File: src/rtl/spr_pkg.sv
// spr_pkg: shared types and constants for the stream pattern replace block
// used by spr_cfg_regs, spr_datapath, spr_ctrl and stream_pattern_replace
package spr_pkg;

  // sizes of pattern and replacement
  localparam int MAX_PATTERN     = 8;
  localparam int MAX_REPLACEMENT = 8;
  localparam int BYTE_W          = 8;
  localparam int WORD_W          = 64;
  localparam int LEN_W           = 4;
  localparam int PEND_IDX_W      = $clog2(MAX_PATTERN);
  localparam int REP_IDX_W       = $clog2(MAX_REPLACEMENT);
  localparam int REG_IDX_W       = 2;

  // register indexes of the write port
  typedef enum logic [REG_IDX_W-1:0] {
    REG_PATTERN_BYTES,
    REG_PATTERN_LENGTH,
    REG_REPLACEMENT_BYTES,
    REG_REPLACEMENT_LENGTH
  } reg_index_t;

  // controller states
  typedef enum logic [2:0] {
    ST_IDLE,
    ST_EVAL,
    ST_REPL,
    ST_FLUSH,
    ST_EMPTY
  } state_t;

  // configuration with lengths already clamped to their legal range
  typedef struct packed {
    logic [WORD_W-1:0] pattern;
    logic [LEN_W-1:0]  pat_len;
    logic [WORD_W-1:0] repl;
    logic [LEN_W-1:0]  repl_len;
  } spr_cfg_t;

  // commands from controller to datapath
  typedef struct packed {
    logic accept;
    logic emit_head;
    logic emit_repl;
    logic emit_empty;
    logic clear_count;
    logic rep_start;
    logic out_last;
  } spr_cmd_t;

  // status from datapath to controller
  typedef struct packed {
    logic prefix;
    logic full;
    logic n_zero;
    logic n_one;
    logic rep_last;
    logic rlen_zero;
    logic last;
    logic out_free;
  } spr_status_t;

endpackage

File: src/rtl/spr_cfg_regs.sv
// spr_cfg_regs: configuration registers written through the plain write port
// depends on spr_pkg for the register index codes and the config struct
module spr_cfg_regs (
  input  logic                           clk,
  input  logic                           rst,
  input  logic                           wr_en,
  input  logic [spr_pkg::REG_IDX_W-1:0]  wr_index,
  input  logic [spr_pkg::WORD_W-1:0]     wr_data,
  output spr_pkg::spr_cfg_t              cfg
);
  import spr_pkg::*;

  logic [WORD_W-1:0] pattern_bytes;
  logic [LEN_W-1:0]  pattern_length;
  logic [WORD_W-1:0] replacement_bytes;
  logic [LEN_W-1:0]  replacement_length;

  // register writes
  always_ff @(posedge clk) begin
    if (rst) begin
      pattern_bytes      <= '0;
      pattern_length     <= LEN_W'(1);
      replacement_bytes  <= '0;
      replacement_length <= '0;
    end else if (wr_en) begin
      case (reg_index_t'(wr_index))
        REG_PATTERN_BYTES:      pattern_bytes      <= wr_data;
        REG_PATTERN_LENGTH:     pattern_length     <= wr_data[LEN_W-1:0];
        REG_REPLACEMENT_BYTES:  replacement_bytes  <= wr_data;
        REG_REPLACEMENT_LENGTH: replacement_length <= wr_data[LEN_W-1:0];
        default: ;
      endcase
    end
  end

  // clamp lengths: empty pattern counts as one byte, both saturate at max
  always_comb begin
    cfg.pattern = pattern_bytes;
    cfg.repl    = replacement_bytes;
    if (pattern_length == '0) begin
      cfg.pat_len = LEN_W'(1);
    end else if (pattern_length > LEN_W'(MAX_PATTERN)) begin
      cfg.pat_len = LEN_W'(MAX_PATTERN);
    end else begin
      cfg.pat_len = pattern_length;
    end
    if (replacement_length > LEN_W'(MAX_REPLACEMENT)) begin
      cfg.repl_len = LEN_W'(MAX_REPLACEMENT);
    end else begin
      cfg.repl_len = replacement_length;
    end
  end

endmodule

File: src/rtl/spr_datapath.sv
// spr_datapath: pending byte buffer, prefix compare, replacement index, output register
// depends on spr_pkg; driven by commands from spr_ctrl
module spr_datapath (
  input  logic                         clk,
  input  logic                         rst,
  input  spr_pkg::spr_cfg_t            cfg,
  input  spr_pkg::spr_cmd_t            cmd,
  output spr_pkg::spr_status_t         st,
  input  logic [spr_pkg::BYTE_W-1:0]   in_byte,
  input  logic                         in_last,
  output logic                         m_tvalid,
  input  logic                         m_tready,
  output logic [spr_pkg::BYTE_W-1:0]   m_tdata,
  output logic                         m_tlast,
  output logic                         m_tuser
);
  import spr_pkg::*;

  logic [BYTE_W-1:0]    pend [MAX_PATTERN];
  logic [LEN_W-1:0]     count;
  logic [WORD_W-1:0]    act_pattern;
  logic [LEN_W-1:0]     act_len;
  logic                 last;
  logic [REP_IDX_W-1:0] rep_idx;
  logic                 match_all;
  logic [BYTE_W-1:0]    repl_byte;

  // pending buffer: append on accept, drop the oldest byte on head emission
  always_ff @(posedge clk) begin
    if (cmd.accept) begin
      pend[count[PEND_IDX_W-1:0]] <= in_byte;
    end else if (cmd.emit_head) begin
      for (int i = 0; i < MAX_PATTERN - 1; i++) begin
        pend[i] <= pend[i+1];
      end
    end
  end

  // pending count, latched pattern and last flag
  always_ff @(posedge clk) begin
    if (rst) begin
      count       <= '0;
      act_pattern <= '0;
      act_len     <= LEN_W'(1);
      last        <= 1'b0;
    end else begin
      if (cmd.accept) begin
        count <= count + LEN_W'(1);
        last  <= in_last;
        if (count == '0) begin
          act_pattern <= cfg.pattern;
          act_len     <= cfg.pat_len;
        end
      end else if (cmd.clear_count) begin
        count <= '0;
      end else if (cmd.emit_head) begin
        count <= count - LEN_W'(1);
      end
    end
  end

  // replacement byte index
  always_ff @(posedge clk) begin
    if (rst) begin
      rep_idx <= '0;
    end else if (cmd.rep_start) begin
      rep_idx <= '0;
    end else if (cmd.emit_repl) begin
      rep_idx <= rep_idx + REP_IDX_W'(1);
    end
  end

  // prefix compare of the pending bytes against the latched pattern
  always_comb begin
    match_all = 1'b1;
    for (int i = 0; i < MAX_PATTERN; i++) begin
      if ((LEN_W'(i) < count) && (pend[i] != act_pattern[BYTE_W*i +: BYTE_W])) begin
        match_all = 1'b0;
      end
    end
  end

  assign repl_byte = cfg.repl[{rep_idx, 3'b000} +: BYTE_W];

  // status to the controller
  always_comb begin
    st.prefix    = match_all && (count <= act_len);
    st.full      = (count == act_len);
    st.n_zero    = (count == '0);
    st.n_one     = (count == LEN_W'(1));
    st.rep_last  = ((LEN_W'(rep_idx) + LEN_W'(1)) == cfg.repl_len);
    st.rlen_zero = (cfg.repl_len == '0);
    st.last      = last;
    st.out_free  = !m_tvalid || m_tready;
  end

  // output word register
  always_ff @(posedge clk) begin
    if (rst) begin
      m_tvalid <= 1'b0;
    end else if (cmd.emit_head || cmd.emit_repl || cmd.emit_empty) begin
      m_tvalid <= 1'b1;
    end else if (m_tready) begin
      m_tvalid <= 1'b0;
    end
  end

  always_ff @(posedge clk) begin
    if (cmd.emit_head) begin
      m_tdata <= pend[0];
      m_tlast <= cmd.out_last;
      m_tuser <= 1'b0;
    end else if (cmd.emit_repl) begin
      m_tdata <= repl_byte;
      m_tlast <= cmd.out_last;
      m_tuser <= 1'b0;
    end else if (cmd.emit_empty) begin
      m_tdata <= '0;
      m_tlast <= cmd.out_last;
      m_tuser <= 1'b1;
    end
  end

  // pending bytes never outgrow the latched pattern
  a_count_bound: assert property (@(posedge clk) disable iff (rst)
    count <= act_len)
    else $error("pending count exceeds pattern length");

  // a new word is loaded only when the output register is free
  a_emit_free: assert property (@(posedge clk) disable iff (rst)
    (cmd.emit_head || cmd.emit_repl || cmd.emit_empty) |-> (!m_tvalid || m_tready))
    else $error("output word overwritten");

  // head emission needs a pending byte
  a_head_nonempty: assert property (@(posedge clk) disable iff (rst)
    cmd.emit_head |-> (count != '0))
    else $error("head emitted from empty buffer");

endmodule

File: src/rtl/spr_ctrl.sv
// spr_ctrl: state machine sequencing accept, retry, replacement, flush and empty close
// depends on spr_pkg; talks to spr_datapath through command and status structs
module spr_ctrl (
  input  logic                  clk,
  input  logic                  rst,
  input  logic                  s_tvalid,
  output logic                  s_tready,
  input  spr_pkg::spr_status_t  st,
  output spr_pkg::spr_cmd_t     cmd
);
  import spr_pkg::*;

  state_t state;
  state_t state_next;

  // state register
  always_ff @(posedge clk) begin
    if (rst) begin
      state <= ST_IDLE;
    end else begin
      state <= state_next;
    end
  end

  // next state and commands
  always_comb begin
    state_next = state;
    cmd        = '0;
    s_tready   = 1'b0;
    case (state)
      ST_IDLE: begin
        s_tready   = 1'b1;
        cmd.accept = s_tvalid;
        if (s_tvalid) begin
          state_next = ST_EVAL;
        end
      end
      ST_EVAL: begin
        if (!st.prefix) begin
          // not a prefix: emit the oldest byte and retry the rest
          if (st.out_free) begin
            cmd.emit_head = 1'b1;
            cmd.out_last  = st.last && st.n_one;
            if (st.n_one) begin
              state_next = ST_IDLE;
            end
          end
        end else if (st.full) begin
          // whole pattern seen
          cmd.clear_count = 1'b1;
          if (!st.rlen_zero) begin
            cmd.rep_start = 1'b1;
            state_next    = ST_REPL;
          end else if (st.last) begin
            state_next = ST_EMPTY;
          end else begin
            state_next = ST_IDLE;
          end
        end else if (st.last && !st.n_zero) begin
          state_next = ST_FLUSH;
        end else begin
          state_next = ST_IDLE;
        end
      end
      ST_REPL: begin
        if (st.out_free) begin
          cmd.emit_repl = 1'b1;
          cmd.out_last  = st.last && st.rep_last;
          if (st.rep_last) begin
            state_next = ST_IDLE;
          end
        end
      end
      ST_FLUSH: begin
        if (st.out_free) begin
          cmd.emit_head = 1'b1;
          cmd.out_last  = st.n_one;
          if (st.n_one) begin
            state_next = ST_IDLE;
          end
        end
      end
      ST_EMPTY: begin
        if (st.out_free) begin
          cmd.emit_empty = 1'b1;
          cmd.out_last   = 1'b1;
          state_next     = ST_IDLE;
        end
      end
      default: begin
        state_next = ST_IDLE;
      end
    endcase
  end

  // at most one word is produced per cycle
  a_one_emit: assert property (@(posedge clk) disable iff (rst)
    $onehot0({cmd.emit_head, cmd.emit_repl, cmd.emit_empty}))
    else $error("several words emitted in one cycle");

  // replacement runs only with the pending buffer cleared
  a_repl_clear: assert property (@(posedge clk) disable iff (rst)
    (state == ST_REPL) |-> st.n_zero)
    else $error("replacement with pending bytes");

  // flush happens only on the last byte with bytes pending
  a_flush_last: assert property (@(posedge clk) disable iff (rst)
    (state == ST_FLUSH) |-> (st.last && !st.n_zero))
    else $error("flush outside end of text");

endmodule

File: src/rtl/stream_pattern_replace.sv
// stream_pattern_replace: the first result word is loaded into the output register by EVAL
// when evaluation retries a byte, by REPL, FLUSH or EMPTY when one of those comes first
// per byte: an accept in IDLE, an EVAL step per retried byte plus a closing one unless the
// retries empty the buffer, then a REPL, FLUSH or EMPTY step per replacement, flushed or
// empty word; no new byte is taken before that, and a full output register stalls a step
// synchronous reset: idle controller, empty buffer, output invalid, registers at reset values
module stream_pattern_replace (
  input  logic                          clk,
  input  logic                          rst,
  input  logic                          wr_en,
  input  logic [spr_pkg::REG_IDX_W-1:0] wr_index,
  input  logic [spr_pkg::WORD_W-1:0]    wr_data,
  input  logic                          s_tvalid,
  output logic                          s_tready,
  input  logic [7:0]                    s_tdata,   // [7:0] in_byte
  input  logic                          s_tlast,   // in_last
  output logic                          m_tvalid,
  input  logic                          m_tready,
  output logic [7:0]                    m_tdata,   // [7:0] out_byte
  output logic                          m_tlast,   // out_last
  output logic                          m_tuser    // [0] out_empty
);
  import spr_pkg::*;

  spr_cfg_t    cfg;
  spr_cmd_t    cmd;
  spr_status_t st;

  // configuration registers
  spr_cfg_regs u_cfg (
    .clk      (clk),
    .rst      (rst),
    .wr_en    (wr_en),
    .wr_index (wr_index),
    .wr_data  (wr_data),
    .cfg      (cfg)
  );

  // controller
  spr_ctrl u_ctrl (
    .clk      (clk),
    .rst      (rst),
    .s_tvalid (s_tvalid),
    .s_tready (s_tready),
    .st       (st),
    .cmd      (cmd)
  );

  // datapath
  spr_datapath u_dp (
    .clk      (clk),
    .rst      (rst),
    .cfg      (cfg),
    .cmd      (cmd),
    .st       (st),
    .in_byte  (s_tdata),
    .in_last  (s_tlast),
    .m_tvalid (m_tvalid),
    .m_tready (m_tready),
    .m_tdata  (m_tdata),
    .m_tlast  (m_tlast),
    .m_tuser  (m_tuser)
  );

endmodule

File: config.mk
export PLATFORM = sky130hd
export DESIGN_NAME = stream_pattern_replace
export DESIGN_NICKNAME = d
export VERILOG_FILES = /design/src/rtl/spr_pkg.sv /design/src/rtl/spr_cfg_regs.sv /design/src/rtl/spr_datapath.sv /design/src/rtl/spr_ctrl.sv /design/src/rtl/stream_pattern_replace.sv
export SDC_FILE = /design/constraint.sdc
export NUM_CORES = 1
export LEC_CHECK = 0
export ABC_AREA = 1
export BUFFER_PORTS_ARGS = -buffer_cell sky130_fd_sc_hd__buf_2
export CAP_MARGIN = 20
export CORE_UTILIZATION = 55
export CTS_BUF_LIST = sky130_fd_sc_hd__clkbuf_4 sky130_fd_sc_hd__clkbuf_8
export DETAILED_ROUTE_END_ITERATION = 16
export PLACE_DENSITY_LB_ADDON = 0.2
export SYNTH_ARGS = -nofsm -noshare
export SYNTH_HDL_FRONTEND = slang
export SYNTH_SLANG_ARGS = --single-unit
export TNS_END_PERCENT = 50
File: constraint.sdc
create_clock -name clk -period 2.7 [get_ports clk]
set_input_delay 0.405 -clock clk [delete_from_list [all_inputs] [get_ports clk]]
set_output_delay 0.405 -clock clk [all_outputs]
set_load 0.02 [all_outputs]
=== After elaboration in Yosys (flattened, before gate mapping) ===
Memory sizes are Yosys's and may differ from the RTL's.
Index checks and enable logic that the tools add are counted.
W data, S select, Z words.

* Memories: 1
* RAM bits: 64
* Logic and storage cells: 145
* Output and inout port bits: 12
* Bits of input ports: 80
* Register bits after elaboration: 226

{| class="wikitable"
|+ Memory list
! memory !! words !! width !! rd ports !! clocked after Yosys merged registers in !! wr ports !! line !! text
|-
| u_dp.pend || 8 || 8 || 8 || 0 || 7 || spr_datapath.sv:19 || <nowiki>logic [BYTE_W-1:0] pend [MAX_PATTERN];</nowiki>
|}

* Reduce and logical (&&, ||, !) cells: 34
* Muxes and demuxes: 58
* Order comparisons: 11
* Shifts and indexed selects: 1
* Equality and inequality tests: 22
* Add/sub/neg operators: 4

{| class="wikitable"
|+ Operators by type and width
! operator !! number
|-
| $ne A8 B8 Y1 || 8
|-
| $shiftx A64 B7 Y8 || 1
|-
| $mux W3 || 11
|-
| $mux W8 || 4
|-
| $mux W1 || 30
|-
| $mux W4 || 6
|-
| $lt A3 B4 Y1 const A || 4
|-
| $pmux W3 S5 || 1
|-
| $logic_and A1 B1 Y1 || 12
|-
| $logic_not A4 Y1 || 3
|-
| $reduce_and A2 Y1 || 5
|-
| $eq A4 B4 Y1 || 2
|-
| $gt A4 B4 Y1 const B || 2
|-
| $lt A1 B4 Y1 const A || 2
|-
| $lt A2 B4 Y1 const A || 2
|-
| $mux W2 || 4
|-
| $reduce_or A8 Y1 || 1
|-
| $eq A3 B2 Y1 const B || 2
|-
| $ne A2 B2 Y1 const B || 3
|-
| $reduce_bool A3 Y1 || 2
|-
| $add A3 B1 Y4 const B || 1
|-
| $add A4 B1 Y4 const B || 1
|-
| $eq A2 B2 Y1 const B || 2
|-
| $eq A4 B1 Y1 const B || 1
|-
| other kinds (16) || 20
|}

=== Longest topological paths before layout ===
An unclocked memory read counts as a cell.

* Depth in word-level cells: 19
* Gate-level depth with buffers: 18

=== Hierarchy ===
A second synthesis with hierarchy kept.

* Cell total of the unflattened synthesis: 1861
* Area, all modules: 13645.6 µm²

{| class="wikitable"
|+ Modules (own cells, without submodules)
! module !! times used !! cells each !! area each (µm²)
|-
| spr_datapath || 1 || 909 || 7382.1
|-
| spr_cfg_regs || 1 || 889 || 5915.7
|-
| spr_ctrl || 1 || 63 || 347.8
|}

=== Worst setup path before layout ===
No wires, ideal clock.

* Path type: reg-to-reg
* Start: register u_dp.count[0]
* End: memory u_dp.pend[2][0] (enable)
* Setup slack: -0.090 ns
* Cell stages (with the launch flop): 16
* Path buffers: 1
* Arrival time: 2.406 ns
* Required time: 2.316 ns
* Cells stage by stage: dfxtp_1 inv_1 ha_1 nand2_1 nor2_1 a21oi_1 inv_1 nand2_1 nor2_1 nand3_2 nand2_2 nand2_2 nand2_2 buf_4 nand3_1 o21ai_0

{| class="wikitable"
|+ RTL lines
! item !! line !! text
|-
| from (decl) || spr_datapath.sv:20 || <nowiki>logic [LEN_W-1:0] count;</nowiki>
|-
| from (signal assigned) || spr_datapath.sv:48 || <nowiki>count <= count + LEN_W'(1);</nowiki>
|-
| from (signal assigned) || spr_datapath.sv:57 || <nowiki>count <= count - LEN_W'(1);</nowiki>
|-
| to (decl) || spr_datapath.sv:19 ||
|}

=== Worst setup path in the final report ===
* Start: register u_ctrl.state[1]
* End: register u_dp.m_tlast (enable)

* Cells in the longest elaborated chain, start to end: 3
* Elaborated cells on any way between the ends: 8
* Those cells by class: eq/ne (4); mux (3); reduce/logical (1)

{| class="wikitable"
|+ RTL lines
! item !! line !! text
|-
| from (decl) || spr_ctrl.sv:13 || <nowiki>state_t state;</nowiki>
|-
| from (signal assigned) || spr_ctrl.sv:21 || <nowiki>state <= state_next;</nowiki>
|-
| $eq A3 B2 Y1, or another cell as far along || spr_ctrl.sv:30 || <nowiki>case (state)</nowiki>
|-
| $pmux W1 S2 or $mux W1 (tied branches) || spr_ctrl.sv:30 ||
|-
| $reduce_bool A3 Y1 (no line) * || - ||
|-
| to (signal assigned) || spr_datapath.sv:111 || <nowiki>m_tlast <= cmd.out_last;</nowiki>
|-
| to (signal assigned) || spr_datapath.sv:115 || <nowiki>m_tlast <= cmd.out_last;</nowiki>
|-
| to (signal assigned) || spr_datapath.sv:119 || <nowiki>m_tlast <= cmd.out_last;</nowiki>
|-
| to (decl) || spr_datapath.sv:14 || <nowiki>output logic m_tlast,</nowiki>
|}

Every way passes the cells marked *; elsewhere a longest branch is shown, timed or not.
A chain may end at the register's enable or synchronous reset.

==> flow_metrics.py <==
metrics = {
    "synthesis": {
        "ys_ff_latch": 290,
        "syn_nets": 1640,
        "synth_top_family_by_area": "simple AND/OR/NAND/NOR gates",
        "synth.cell_area_um2": 12330,
        "synth_compound_area_share_pct": 13.77,
        "yosys.area.top_type": "dfxtp_1",
        "syn_inst": 1552,
        "ys_seq_area_share_pct": 53.01,
        "syn_avg_cell_area_um2": 7.944,
        "synth-edff-count": 73,
        "synthTopCellsByArea": "dfxtp_1, edfxtp_1, nor2_1, o21ai_0, nand2_1",
        "synth_xor_xnor_area_share_pct": 3.694,
        "synth.most_common_cell": "nor2_1",
        "async_reset_ff_share_pct": 0,
        "synth_top_cells_by_count": "nor2_1, o21ai_0, nand2_1",
        "synth_warnings": 0,
        "ys_types": 41,
        "synth_fa_ha_area_share_pct": 0.8119,
        "synthMuxAreaShare_pct": 0.8119,
        "synthFlopType": "dfxtp_1",
        "synth-simple-area-share_pct": 22.47,
        "synth_top_cell_area_share_pct": 35.23,
    },
    "die": {
        "core_area_um2": 21890,
        "die_x_um": 151.7,
        "ios": 92,
        "die_h_um": 151.7,
        "placementRows": 54,
        "die_area_um2": 23020,
        "initial_core_util_pct": 56.32,
    },
    "route": {
        "via_count": 10740,
        "remaining_drc_errors": 0,
        "wl_per_cell_um": 17.33,
        "ant_nets": 0,
        "drt_iter0_markers": 870,
        "drt_first_pass_iters": 5,
        "via_per_inst": 5.484,
        "wirelength_um": 33960,
    },
    "sta": {
        "maxSlewViolCount": 0,
        "hold_slack_ns": 0.08335,
        "clock_skew_ns": 0.01524,
        "setup_viol": 0,
        "worst_pin_slew_ns": 1.079,
        "final.min_clock_period_ns": 2.527,
        "post-route-period-util_pct": 93.60,
        "rsz0062_at_grt": "no",
        "fmaxAchievable_ghz": 0.3957,
        "relSlewSlack_pct": 27.80,
        "fin_setup_tns_ns": 0,
        "hold_viol_final": 0,
    },
    "global_routing": {
        "grt_max_degree": 85,
        "grt-ovfl-total": 0,
        "grtUsageTotal_pct": 30.10,
        "grt_pass1_wl_um": 52920,
        "antenna_found_initial": 0,
        "grt_pass1_vias": 10420,
    },
    "final_layout": {
        "area_delta_synth_final_pct": 15.05,
        "fin_cells": 1959,
        "antenna_cells": 0,
        "drive_gt1_share_pct": 14.83,
        "fin_nets": 1730,
        "design_area_um2": 14180,
    },
    "clock_tree": {
        "root_buffer": "clkbuf_8",
        "clk_pin_slew_ns": 0.06,
        "clock_latency_ns": 0.57,
        "htreeDepth": 2,
        "cts_max_path_buffers": 3,
        "holdBufCountCts": 0,
        "cts_sinks": 290,
        "cts_tree": "yes",
        "numCtsBuffers": 46,
    },
    "setup_path": {
        "arrival_ns": 2.75,
        "worst_ep_required_time_ns": 2.92,
        "critical_path.top_delay_family": "simple AND/OR/NAND/NOR gates",
        "critPathLaunchType": "flop",
        "r2r-start": "u_ctrl.state[1]",
        "reg2regPathDepth": 6,
        "cp_slowest_stage_delay_ns": 0.82,
        "critPathLaunch": "u_ctrl.state[1]",
        "crit_type": "flop to flop",
        "endpoint": "u_dp.m_tlast",
        "end_kind": "flop",
        "r2r_slack_ns": 0.17,
        "cp_common_cell": "inv_1",
        "path_max_fanout": 14,
        "worstReg2RegEnd": "u_dp.m_tlast",
        "critPathBufInv": 3,
        "path_cells": "inv_1 > nor3_1 > inv_1 > nor2_1 > inv_1 > nand3b_2",
        "crit_slowest_cell": "nor2_1",
        "cp_num_cells": 6,
    },
    "place": {
        "gp_congestion": 0.8753,
        "place_area_um2": 13100,
        "portBuffers": 91,
        "place_inst": 1872,
        "dp_hpwl_um": 23650,
    },
    "power": {
        "leakagePower_nw": 6.241,
        "finalPower_w": 0.01076,
        "p_per_area_nw_per_um2": 758.6,
        "peakVddDrop_v": 0.0004359,
    },
    "run_status": {
        "run_status": "finished, final reports clean",
    },
    "flow_run": {
        "maxCapViolations": 0,
    },
    "min_path": {
        "min_path_type": "input pin to flop",
    },
}
[where the power goes]
group | internal (W) | total [W] | leakage [nW] | switching (W)
sequential | 0.00488 | 0.00513 | 2.46 | 0.000247
clock | 0.00233 | 0.00406 | 0.550 | 0.00174
combinational | 0.000566 | 0.00157 | 3.23 | 0.00100
total | 0.00778 | 0.0108 | 6.24 | 0.00298
[registers in the layout (all words and copies together) (netlist names), 3 cells and up]
signal                    cells
u_cfg.pattern_bytes          64
u_cfg.replacement_bytes      64
u_dp.act_pattern             64
u_dp.pend                    64
u_dp.m_tdata                  8
u_cfg.pattern_length          4
u_cfg.replacement_length      4
u_dp.act_len                  4
u_dp.count                    4
u_ctrl.state                  3
u_dp.rep_idx                  3
[kinds of logic (layout without fill, tap and decap cells)]
family,Yosys count,after routing
muxes,10,10
xor gates and xnor gates,52,52
buffers and inverters,167,294
DFF,290,290
adders and majority gates,8,8
AOI/OAI and AO/OA,317,317
and+or+nand+nor,708,708
[cells in the final DEF (no fill, tap or decap), drive strengths merged]
master    count
a211oi        3
a21oi        38
a221o         1
a22oi         2
a31oi         1
buf         127
clkbuf       81
clkinv        2
clkinvlp      1
dfxtp       217
edfxtp       73
ha            8
inv          83
mux2i        10
nand2       240
nand3        16
nand3b        3
nand4         6
nor2        437
nor3          4
o211a         1
o211ai        7
o21ai       246
o21bai        1
o221ai       10
o311ai        1
o32ai         6
or2           2
xnor2        48
xor2          4
[worst reg2reg max path, stage by stage (launching register included)]
cell      delay [ns]
dfxtp_1         0.35
inv_1           0.07
nor3_1          0.19
inv_1           0.09
nor2_1          0.82
inv_1           0.27
nand3b_2        0.40
[timing repair]
action                                  CTS  global route
pin swaps                                 0             2
endpoints found under the setup margin   16            91
resized for setup                         2            11
gates cloned                              0             0
setup buffers                             0             2
[area by class of cell]
class / instances / area [um2]
fill: 1954 / 7706
multi-input combinational: 1095 / 5177
inverter: 82 / 310.3
tap: 280 / 350.3
sequential: 290 / 6536
clock inverter: 4 / 28.78
timing repair buffer: 127 / 779.5
clock buffer: 81 / 1002
[how the worst min path moves through the flow]
stage                                            from                           to  slack [ns]  depth (start not counted)
after CTS                                 wr_data[45]  u_cfg.replacement_bytes[45]        0.06                          3
final                                     wr_data[45]  u_cfg.replacement_bytes[45]        0.08                          3
after floorplan           u_cfg.replacement_length[0]  u_cfg.replacement_length[0]        0.44                          2
after detailed placement  u_cfg.replacement_length[0]  u_cfg.replacement_length[0]        0.46                          2
after global placement    u_cfg.replacement_length[0]  u_cfg.replacement_length[0]        0.46                          2
after global routing                      wr_data[37]  u_cfg.replacement_bytes[37]        0.09                          3
[through the flow]
step | worst slack, ns | utilization, %
after detailed placement | -0.05332 | 59.83
after floorplan | -0.09037 | -
after global routing | 0.001388 | 64.80
final | 0.1727 | 64.80
after global placement | 0.04200 | 59.83
after CTS | 0.009595 | 64.57
[routing by layer]
layer	vias to the layer above	GRT usage, %	share of wire [%]
li1	5225	-	-
met3	89	5.240	6.2
met4	0	12.92	3.9
met5	-	0	0
met2	379	51.50	48
met1	5051	37.23	42
Power figures use the tool's default switching activity.
